**config.mk**
```make
export PLATFORM = sky130hd
export DESIGN_NAME = message_escape_codec
export DESIGN_NICKNAME = d
export VERILOG_FILES = /design/src/sv/msgesc_pkg.sv /design/src/sv/message_escape_codec.sv /design/src/sv/msgesc_regs.sv /design/src/sv/msgesc_step.sv /design/src/sv/msgesc_outbuf.sv
export SDC_FILE = /design/constraint.sdc
export NUM_CORES = 1
export LEC_CHECK = 0
export BUFFER_PORTS_ARGS = -buffer_cell sky130_fd_sc_hd__buf_2
export CAP_MARGIN = 10
export CORE_MARGIN = 5
export CORE_UTILIZATION = 45
export CTS_BUF_LIST = sky130_fd_sc_hd__clkbuf_4 sky130_fd_sc_hd__clkbuf_8 sky130_fd_sc_hd__clkbuf_16
export CTS_CLUSTER_SIZE = 28
export DETAILED_ROUTE_END_ITERATION = 16
export GPL_ROUTABILITY_DRIVEN = 1
export PLACE_DENSITY = 0.68
export SLEW_MARGIN = 20
export SYNTH_ARGS = -nofsm -noshare
export SYNTH_HDL_FRONTEND = slang
export SYNTH_SLANG_ARGS = --single-unit
export TNS_END_PERCENT = 100
```
**constraint.sdc**
```tcl
create_clock -name i_clk -period 4 [get_ports i_clk]
set_clock_uncertainty 0.2 [all_clocks]
set_input_delay 0.8 -clock i_clk [delete_from_list [all_inputs] [get_ports i_clk]]
set_output_delay 0.8 -clock i_clk [all_outputs]
set_load 0.01 [all_outputs]
```
**src/sv/msgesc_pkg.sv**
```systemverilog
// Shared types, character constants and result helpers for the message escape codec.
// No dependencies; every other codec file imports this package.
package msgesc_pkg;

    localparam int MAX_STRING_LEN = 65535;
    localparam int POS_W          = 17;
    localparam int NUM_SLOTS      = 3;

    localparam logic [POS_W-1:0] POS_CAP = POS_W'(MAX_STRING_LEN + 1);

    localparam logic [7:0] CH_AT    = 8'h40;
    localparam logic [7:0] CH_PCT   = 8'h25;
    localparam logic [7:0] CH_SPACE = 8'h20;
    localparam logic [7:0] CH_UNDER = 8'h5F;

    // Configuration register indexes (word index taken from paddr[2])
    localparam logic REG_DECODE_MODE  = 1'b0;
    localparam logic REG_EXTRA_ESCAPE = 1'b1;

    typedef struct packed {
        logic       decode_mode;
        logic [7:0] extra_escape;
    } t_cfg;

    typedef struct packed {
        logic [7:0]       out_byte;
        logic             has_byte;
        logic             string_done;
        logic             failed;
        logic [POS_W-1:0] error_position;
    } t_result;

    typedef struct packed {
        logic [1:0]              cnt;
        t_result [NUM_SLOTS-1:0] res;
    } t_batch;

    function automatic t_result data_result(input logic [7:0] b);
        t_result r;
        r                = '0;
        r.out_byte       = b;
        r.has_byte       = 1'b1;
        return r;
    endfunction

    function automatic t_result status_result(input logic fail,
                                              input logic [POS_W-1:0] epos);
        t_result r;
        r                = '0;
        r.string_done    = 1'b1;
        r.failed         = fail;
        r.error_position = epos;
        return r;
    endfunction

endpackage

```
**src/sv/message_escape_codec.sv**
```systemverilog
// Message escape codec: byte-stuffing escape / unescape of byte strings.
// An item enters the input register, is decoded into a result batch, and the batch
// is loaded into the result buffer, which offers its first result.
// The result buffer emits one result a cycle while m_axis_tready is high (escaped
// bytes give two, end of string adds one); the next item waits in the input register.
// Reset (i_rst_n, synchronous, active low) clears control and string state, not data.
module message_escape_codec
    import msgesc_pkg::*;
(
    input  logic        i_clk,
    input  logic        i_rst_n,
    // Configuration port
    input  logic        psel,
    input  logic        penable,
    input  logic        pwrite,
    input  logic [2:0]  paddr,
    input  logic [31:0] pwdata,
    output logic [31:0] prdata,
    output logic        pready,
    // Input stream
    input  logic        s_axis_tvalid,
    output logic        s_axis_tready,
    input  logic [7:0]  s_axis_tdata,   // [7:0] in_byte
    input  logic        s_axis_tlast,   // end_of_string
    // Output stream
    output logic        m_axis_tvalid,
    input  logic        m_axis_tready,
    output logic [31:0] m_axis_tdata,   // [7:0] out_byte, [8] failed, [25:9] error_position
    output logic [1:0]  m_axis_tuser,   // [0] has_byte, [1] string_done
    output logic        m_axis_tlast    // last_of_run
);

    t_cfg    w_cfg;
    t_batch  w_batch;
    t_result w_res;
    logic    w_load;
    logic    w_buf_free;

    // Register file: mode and extra escape byte, read at every byte
    msgesc_regs u_regs (
        .i_clk   (i_clk),
        .i_rst_n (i_rst_n),
        .psel    (psel),
        .penable (penable),
        .pwrite  (pwrite),
        .paddr   (paddr),
        .pwdata  (pwdata),
        .prdata  (prdata),
        .pready  (pready),
        .o_cfg   (w_cfg)
    );

    // Input register plus decision logic; advance state only when the batch is taken
    msgesc_step u_step (
        .i_clk      (i_clk),
        .i_rst_n    (i_rst_n),
        .i_cfg      (w_cfg),
        .i_valid    (s_axis_tvalid),
        .o_ready    (s_axis_tready),
        .i_byte     (s_axis_tdata),
        .i_eos      (s_axis_tlast),
        .i_buf_free (w_buf_free),
        .o_load     (w_load),
        .o_batch    (w_batch)
    );

    // Result buffer; a new batch loads in the same cycle the last result leaves
    msgesc_outbuf u_outbuf (
        .i_clk      (i_clk),
        .i_rst_n    (i_rst_n),
        .i_load     (w_load),
        .i_batch    (w_batch),
        .o_buf_free (w_buf_free),
        .o_valid    (m_axis_tvalid),
        .i_ready    (m_axis_tready),
        .o_res      (w_res),
        .o_last     (m_axis_tlast)
    );

    // Pack result fields onto the stream, lowest field first
    assign m_axis_tdata = {6'd0, w_res.error_position, w_res.failed, w_res.out_byte};
    assign m_axis_tuser = {w_res.string_done, w_res.has_byte};

endmodule

```
**src/sv/msgesc_regs.sv**
```systemverilog
// APB-style configuration registers: decode mode and extra escape byte.
// Depends on msgesc_pkg.
module msgesc_regs
    import msgesc_pkg::*;
(
    input  logic        i_clk,
    input  logic        i_rst_n,
    input  logic        psel,
    input  logic        penable,
    input  logic        pwrite,
    input  logic [2:0]  paddr,
    input  logic [31:0] pwdata,
    output logic [31:0] prdata,
    output logic        pready,
    output t_cfg        o_cfg
);

    t_cfg r_cfg;
    logic w_wr;

    assign pready = 1'b1;
    assign w_wr   = psel & penable & pwrite;
    assign o_cfg  = r_cfg;

    always_ff @(posedge i_clk) begin
        if (!i_rst_n) begin
            r_cfg <= '0;
        end else if (w_wr) begin
            unique case (paddr[2])
                REG_DECODE_MODE:  r_cfg.decode_mode  <= pwdata[0];
                REG_EXTRA_ESCAPE: r_cfg.extra_escape <= pwdata[7:0];
                default: ;
            endcase
        end
    end

    always_comb begin
        prdata = '0;
        unique case (paddr[2])
            REG_DECODE_MODE:  prdata = {31'd0, r_cfg.decode_mode};
            REG_EXTRA_ESCAPE: prdata = {24'd0, r_cfg.extra_escape};
            default:          prdata = '0;
        endcase
    end

endmodule

```
**src/sv/msgesc_step.sv**
```systemverilog
// Input register, per-string state and the escape/unescape decision for one item.
// Produces a batch of up to three results. Depends on msgesc_pkg.
module msgesc_step
    import msgesc_pkg::*;
(
    input  logic       i_clk,
    input  logic       i_rst_n,
    input  t_cfg       i_cfg,
    input  logic       i_valid,
    output logic       o_ready,
    input  logic [7:0] i_byte,
    input  logic       i_eos,
    input  logic       i_buf_free,
    output logic       o_load,
    output t_batch     o_batch
);

    logic             r_in_v;
    logic [7:0]       r_in_byte;
    logic             r_in_eos;
    logic             r_ap;
    logic             r_err;
    logic [POS_W-1:0] r_pos;
    logic [POS_W-1:0] r_epos;

    logic             n_ap;
    logic             n_err;
    logic [POS_W-1:0] n_pos;
    logic [POS_W-1:0] n_epos;
    logic             w_proc;
    logic             w_ctrl;
    logic             w_follow_ok;
    logic [7:0]       w_shifted;

    assign w_proc  = r_in_v & i_buf_free;
    assign o_ready = ~r_in_v | w_proc;
    assign o_load  = w_proc;

    assign w_shifted   = i_cfg.extra_escape + CH_AT;
    assign w_ctrl      = (r_in_byte < CH_SPACE) ||
                         ((i_cfg.extra_escape != 8'd0) && (r_in_byte == i_cfg.extra_escape));
    assign w_follow_ok = ((r_in_byte > CH_AT) && (r_in_byte <= CH_UNDER)) ||
                         ((i_cfg.extra_escape != 8'd0) && (r_in_byte == w_shifted));

    always_comb begin
        n_ap    = r_ap;
        n_err   = r_err;
        n_epos  = r_epos;
        n_pos   = (r_pos < POS_CAP) ? r_pos + 1'b1 : r_pos;
        o_batch = '0;

        if (!r_err) begin
            if (!i_cfg.decode_mode) begin
                n_ap = 1'b0;
                if (w_ctrl) begin
                    o_batch.res[0] = data_result(CH_PCT);
                    o_batch.res[1] = data_result(r_in_byte + CH_AT);
                    o_batch.cnt    = 2'd2;
                end else if (r_in_byte == CH_PCT) begin
                    o_batch.res[0] = data_result(CH_PCT);
                    o_batch.res[1] = data_result(CH_PCT);
                    o_batch.cnt    = 2'd2;
                end else begin
                    o_batch.res[0] = data_result(r_in_byte);
                    o_batch.cnt    = 2'd1;
                end
            end else if (r_ap) begin
                n_ap = 1'b0;
                if (w_follow_ok) begin
                    o_batch.res[0] = data_result(r_in_byte - CH_AT);
                    o_batch.cnt    = 2'd1;
                end else if (r_in_byte == CH_PCT) begin
                    o_batch.res[0] = data_result(CH_PCT);
                    o_batch.cnt    = 2'd1;
                end else begin
                    n_err  = 1'b1;
                    n_epos = n_pos;
                end
            end else begin
                if (r_in_byte < CH_SPACE) begin
                    n_err  = 1'b1;
                    n_epos = n_pos;
                end else if (r_in_byte == CH_PCT) begin
                    n_ap = 1'b1;
                end else begin
                    o_batch.res[0] = data_result(r_in_byte);
                    o_batch.cnt    = 2'd1;
                end
            end
        end

        if (r_in_eos) begin
            // A lone percent at the end points one past the string
            if (!n_err && n_ap) begin
                n_err  = 1'b1;
                n_epos = (n_pos < POS_CAP) ? n_pos + 1'b1 : POS_CAP;
            end
            o_batch.res[o_batch.cnt] = status_result(n_err, n_err ? n_epos : '0);
            o_batch.cnt              = o_batch.cnt + 2'd1;
            n_ap   = 1'b0;
            n_err  = 1'b0;
            n_pos  = '0;
            n_epos = '0;
        end
    end

    always_ff @(posedge i_clk) begin
        if (!i_rst_n) begin
            r_in_v <= 1'b0;
            r_ap   <= 1'b0;
            r_err  <= 1'b0;
            r_pos  <= '0;
            r_epos <= '0;
        end else begin
            if (o_ready) begin
                r_in_v <= i_valid;
            end
            if (w_proc) begin
                r_ap   <= n_ap;
                r_err  <= n_err;
                r_pos  <= n_pos;
                r_epos <= n_epos;
            end
        end
    end

    always_ff @(posedge i_clk) begin
        if (o_ready && i_valid) begin
            r_in_byte <= i_byte;
            r_in_eos  <= i_eos;
        end
    end

    a_err_clears_pct: assert property (@(posedge i_clk) disable iff (!i_rst_n)
        r_err |-> !r_ap) else $error("percent pending while error latched");
    a_pos_capped: assert property (@(posedge i_clk) disable iff (!i_rst_n)
        r_pos <= POS_CAP) else $error("byte position beyond cap");
    a_epos_needs_err: assert property (@(posedge i_clk) disable iff (!i_rst_n)
        !r_err |-> (r_epos == '0)) else $error("error position without error");

endmodule

```
**src/sv/msgesc_outbuf.sv**
```systemverilog
// Result buffer: holds one batch of up to three results and hands them out in order.
// Depends on msgesc_pkg.
module msgesc_outbuf
    import msgesc_pkg::*;
(
    input  logic    i_clk,
    input  logic    i_rst_n,
    input  logic    i_load,
    input  t_batch  i_batch,
    output logic    o_buf_free,
    output logic    o_valid,
    input  logic    i_ready,
    output t_result o_res,
    output logic    o_last
);

    t_result [NUM_SLOTS-1:0] r_slot;
    logic [1:0]              r_cnt;
    logic [1:0]              r_head;
    logic                    w_fire;
    logic                    w_last_take;

    assign o_valid     = (r_cnt != 2'd0);
    assign o_res       = r_slot[r_head];
    assign o_last      = (r_head == r_cnt - 2'd1);
    assign w_fire      = o_valid & i_ready;
    assign w_last_take = w_fire & o_last;
    assign o_buf_free  = ~o_valid | w_last_take;

    always_ff @(posedge i_clk) begin
        if (!i_rst_n) begin
            r_cnt  <= 2'd0;
            r_head <= 2'd0;
        end else if (i_load) begin
            r_cnt  <= i_batch.cnt;
            r_head <= 2'd0;
        end else if (w_last_take) begin
            r_cnt  <= 2'd0;
            r_head <= 2'd0;
        end else if (w_fire) begin
            r_head <= r_head + 2'd1;
        end
    end

    always_ff @(posedge i_clk) begin
        if (i_load) begin
            r_slot <= i_batch.res;
        end
    end

    a_head_in_range: assert property (@(posedge i_clk) disable iff (!i_rst_n)
        o_valid |-> (r_head < r_cnt)) else $error("read pointer past batch");
    a_status_last: assert property (@(posedge i_clk) disable iff (!i_rst_n)
        (o_valid && o_res.string_done) |-> o_last) else $error("status not last of run");

endmodule

```
==> run_results.csv <==
group,metric,value,unit
logic_synthesis,synth-async-reset-ratio,0,
global_routing,grt_util_all_layers,0.175,
place,dpl_cell_area,0.00795,mm²
layout,layout-drive-gt1-share,0.154,
die,io_pins,121,
detailed_routing,first_iter_violations,460,
logic_synthesis,muxShareOfSynthArea,0.0474,
critical_path,cp-start-kind,"register",
hold_path,hold_depth,2,
global_routing,overflow,0,
critical_path,crit_end,"u_outbuf.r_slot[20]",
place,dp_hpwl,11800,µm
cts,cts_setup_buffers,0,
critical_path,r2r_end,"u_outbuf.r_slot[20]",
pwr,p_leak,0.00305,µW
timing,setup_viol,0,
cts,h-tree-depth,4,
layout,layout_common_cells,"nand2_1, edfxtp_1, nor2_1",
logic_synthesis,syn-instance-count,788,
detailed_routing,postRouteAntennaNets,0,
global_routing,grt.busiest_layer,"met2",
logic_synthesis,avgSynthCellArea,9.50,µm²
logic_synthesis,synth-compound-area-share,0.138,
layout,insertedDiodeCount,0,
status,status,"complete, no violations",
critical_path,cp_num_cells,14,
critical_path,cp_slowest_cell,"edfxtp_1",
logic_synthesis,synth-seq-cells,134,
logic_synthesis,synth_seq_area_share,0.470,
logic_synthesis,synth_ff_type,"edfxtp_1",
layout,nets,914,
die,die_w,139,µm
logic_synthesis,synth.cell_area,0.00749,mm²
critical_path,worstReg2RegStart,"u_step.r_in_byte[6]",
timing,finalHoldViolations,0,
hold_path,worstHoldPathType,"register to register",
global_routing,grt_pass1_vias,5357,
timing,drv_slew,0,
die,die_area,0.0193,mm²
timing,holdWs,240,ps
job,drv_cap,0,
logic_synthesis,synth_top_family_by_area,"simple AND/OR/NAND/NOR gates",
critical_path,endpoint_kind,"register",
logic_synthesis,synth.distinct_cells,76,
logic_synthesis,yosysTopAreaCellShare,0.337,
die,die_h,139,µm
cts,cts_inserted_buffers,17,
layout,areaGrowthSynthToFinish,14.2,%
pwr,power_density,400,mW/mm²
pwr,ir_drop,276,µV
cts,root_buffer,"clkbuf_16",
global_routing,grt_max_degree,58,
critical_path,crit_type,"register to register",
cts,cts-resized-gates,0,
logic_synthesis,synth-xor-area-share,0.0386,
place,place_congestion,0.863,
critical_path,crit_buf_inv,3,
critical_path,arrival,3690,ps
critical_path,max_stage_delay,500,ps
die,row_count,47,
timing,fin_crit,3600,ps
detailed_routing,wl_per_cell,15.5,µm
critical_path,crit_family,"simple AND/OR/NAND/NOR gates",
timing,fmax,0.278,GHz
logic_synthesis,synthAdderAreaFrac,0.0134,
place,port_buffers,63,
cts,clkTransAtPathRegs,60,ps
global_routing,met2_usage,0.265,
logic_synthesis,synth_top_area_cell,"edfxtp_1",
cts,clock_latency,430,ps
critical_path,required,4090,ps
die,start_util,0.455,
logic_synthesis,synth-simple-area-share,0.218,
timing,fin_tns_setup,0,ps
critical_path,r2r_slack,400,ps
detailed_routing,vias,5847,
global_routing,grt_use_met3,0.0462,
logic_synthesis,synth-edff-count,84,
critical_path,rr_worst_depth,14,
timing,slew_headroom,0.429,
detailed_routing,drt-total-wl,16800,µm
die,coreArea,0.0165,mm²
critical_path,path_cells,"inv_1 > ha_1 > and4_1 > and2_1 > nor2_1 > a31o_2 > nor2_1 > o21a_1 > inv_1 > ha_1 > nand2_1 > clkinv_1 > nor3_1 > a21o_1",
cts,postCtsHoldBufs,0,
detailed_routing,vias_per_cell,5.37,
global_routing,grt_pass1_wl,27600,µm
critical_path,startpoint,"u_step.r_in_byte[6]",
critical_path,cp_max_fo,10,
detailed_routing,drtPass1Iterations,5,
timing,timing_worst_slew_pin_value,853,ps
logic_synthesis,synth_area_leaders,"edfxtp_1, dfxtp_1, nand2_1, mux2i_1, nor2_1",
detailed_routing,route.detailed.drc,0,
timing,post-route-period-util,0.899,
global_routing,grt_antenna_before_repair,0,
global_routing,grt_use_met1,0.246,
logic_synthesis,ys_warn_count,0,
timing,rsz0062_at_grt,"no",
cts,cts_sinks,134,
cts,cts_buffer_depth,2,
layout,layout_commonest_cell,"nand2_1",
layout,stdcell_area,0.00856,mm²
cts,cts_tree,"built",
cell type report:
| cell class | instances | area (µm²) |
|---|---|---|
| Inverter | 25 | 97.6 |
| Clock buffer | 17 | 425 |
| Tap cell | 220 | 275 |
| Clock inverter | 15 | 176 |
| Fill cell | 1527 | 7910 |
| Multi-Input combinational cell | 596 | 3590 |
| Sequential cell | 134 | 3520 |
| Timing Repair Buffer | 81 | 463 |
report_power, final:
group          switching (µW)  total (µW)  internal [µW]
sequential               26.8        1560           1530
clock                     607        1590            982
combinational             180         275           94.5
total                     814        3420           2610
worst register-to-register path: stages, from the launching register on:
cell and delay, ps:
edfxtp_1 500, inv_1 100, ha_1 200, and4_1 270, and2_1 230, nor2_1 110
a31o_2 280, nor2_1 220, o21a_1 190, inv_1 80, ha_1 200, nand2_1 80
clkinv_1 290, nor3_1 350, a21o_1 170
per-layer routing:
metal  part of all wire  wire (µm)
met1               0.47       7980
met2               0.45       7520
met3              0.065       1090
met4              0.013        225
met5                  0          0
cell families after synthesis:
| logic type | after synthesis |
|---|---|
| XOR/XNOR | 33 |
| adder cells (fa/ha/maj) | 8 |
| flip-flops | 134 |
| multiplexers | 35 |
| other | 2 |
| AND/OR/NAND/NOR | 316 |
| buffers and inverters | 105 |
| AO/OA/AOI/OAI | 155 |
worst min-delay path by stage:
stage,slack [ps],endpoint,start
global placement,230,u_step.r_epos[2],u_step.r_epos[2]
finish,240,u_step.r_epos[2],u_step.r_epos[2]
CTS,250,u_step.r_epos[4],u_step.r_epos[4]
global route,260,u_step.r_epos[4],u_step.r_epos[4]
floorplan,220,u_step.r_epos[2],u_step.r_epos[2]
detailed placement,230,u_step.r_epos[2],u_step.r_epos[2]
cell usage after synthesis (all sizes together), types with 16 or more instances:
library cell,count
dfxtp,50
mux2i,31
o21ai,52
buf,46
inv,23
nand3,16
nor3,37
xor2,19
edfxtp,84
clkbuf,34
nor2b,17
nand2,87
a21oi,25
nor2,79
flip-flops by register name, indices dropped and copies added (netlist names):
name	cells
u_outbuf.r_head	2
u_outbuf.r_slot	75
u_step.r_ap	1
u_regs.o_cfg	9
u_step.r_in_byte	8
u_outbuf.r_cnt	2
u_step.r_pos	17
u_step.r_in_eos	1
u_step.r_in_v	1
u_step.r_err	1
u_step.r_epos	17
metrics by stage:
| stage | instances | worst slack (ps) | util | power, µW |
|---|---|---|---|---|
| 6_report | 1088 | 403 | 0.520 | 3420 |
| 4_1_cts | 1088 | 422 | 0.520 | 3450 |
| 3_3_place_gp | 1056 | 492 | 0.483 | 1860 |
| 5_1_grt | 1088 | 79.1 | 0.520 | 3570 |
| 3_5_place_dp | 1056 | 427 | 0.483 | 1860 |
| 2_1_floorplan | 835 | 284 | - | 1790 |
No activity file was read; power rests on OpenSTA's default activity.
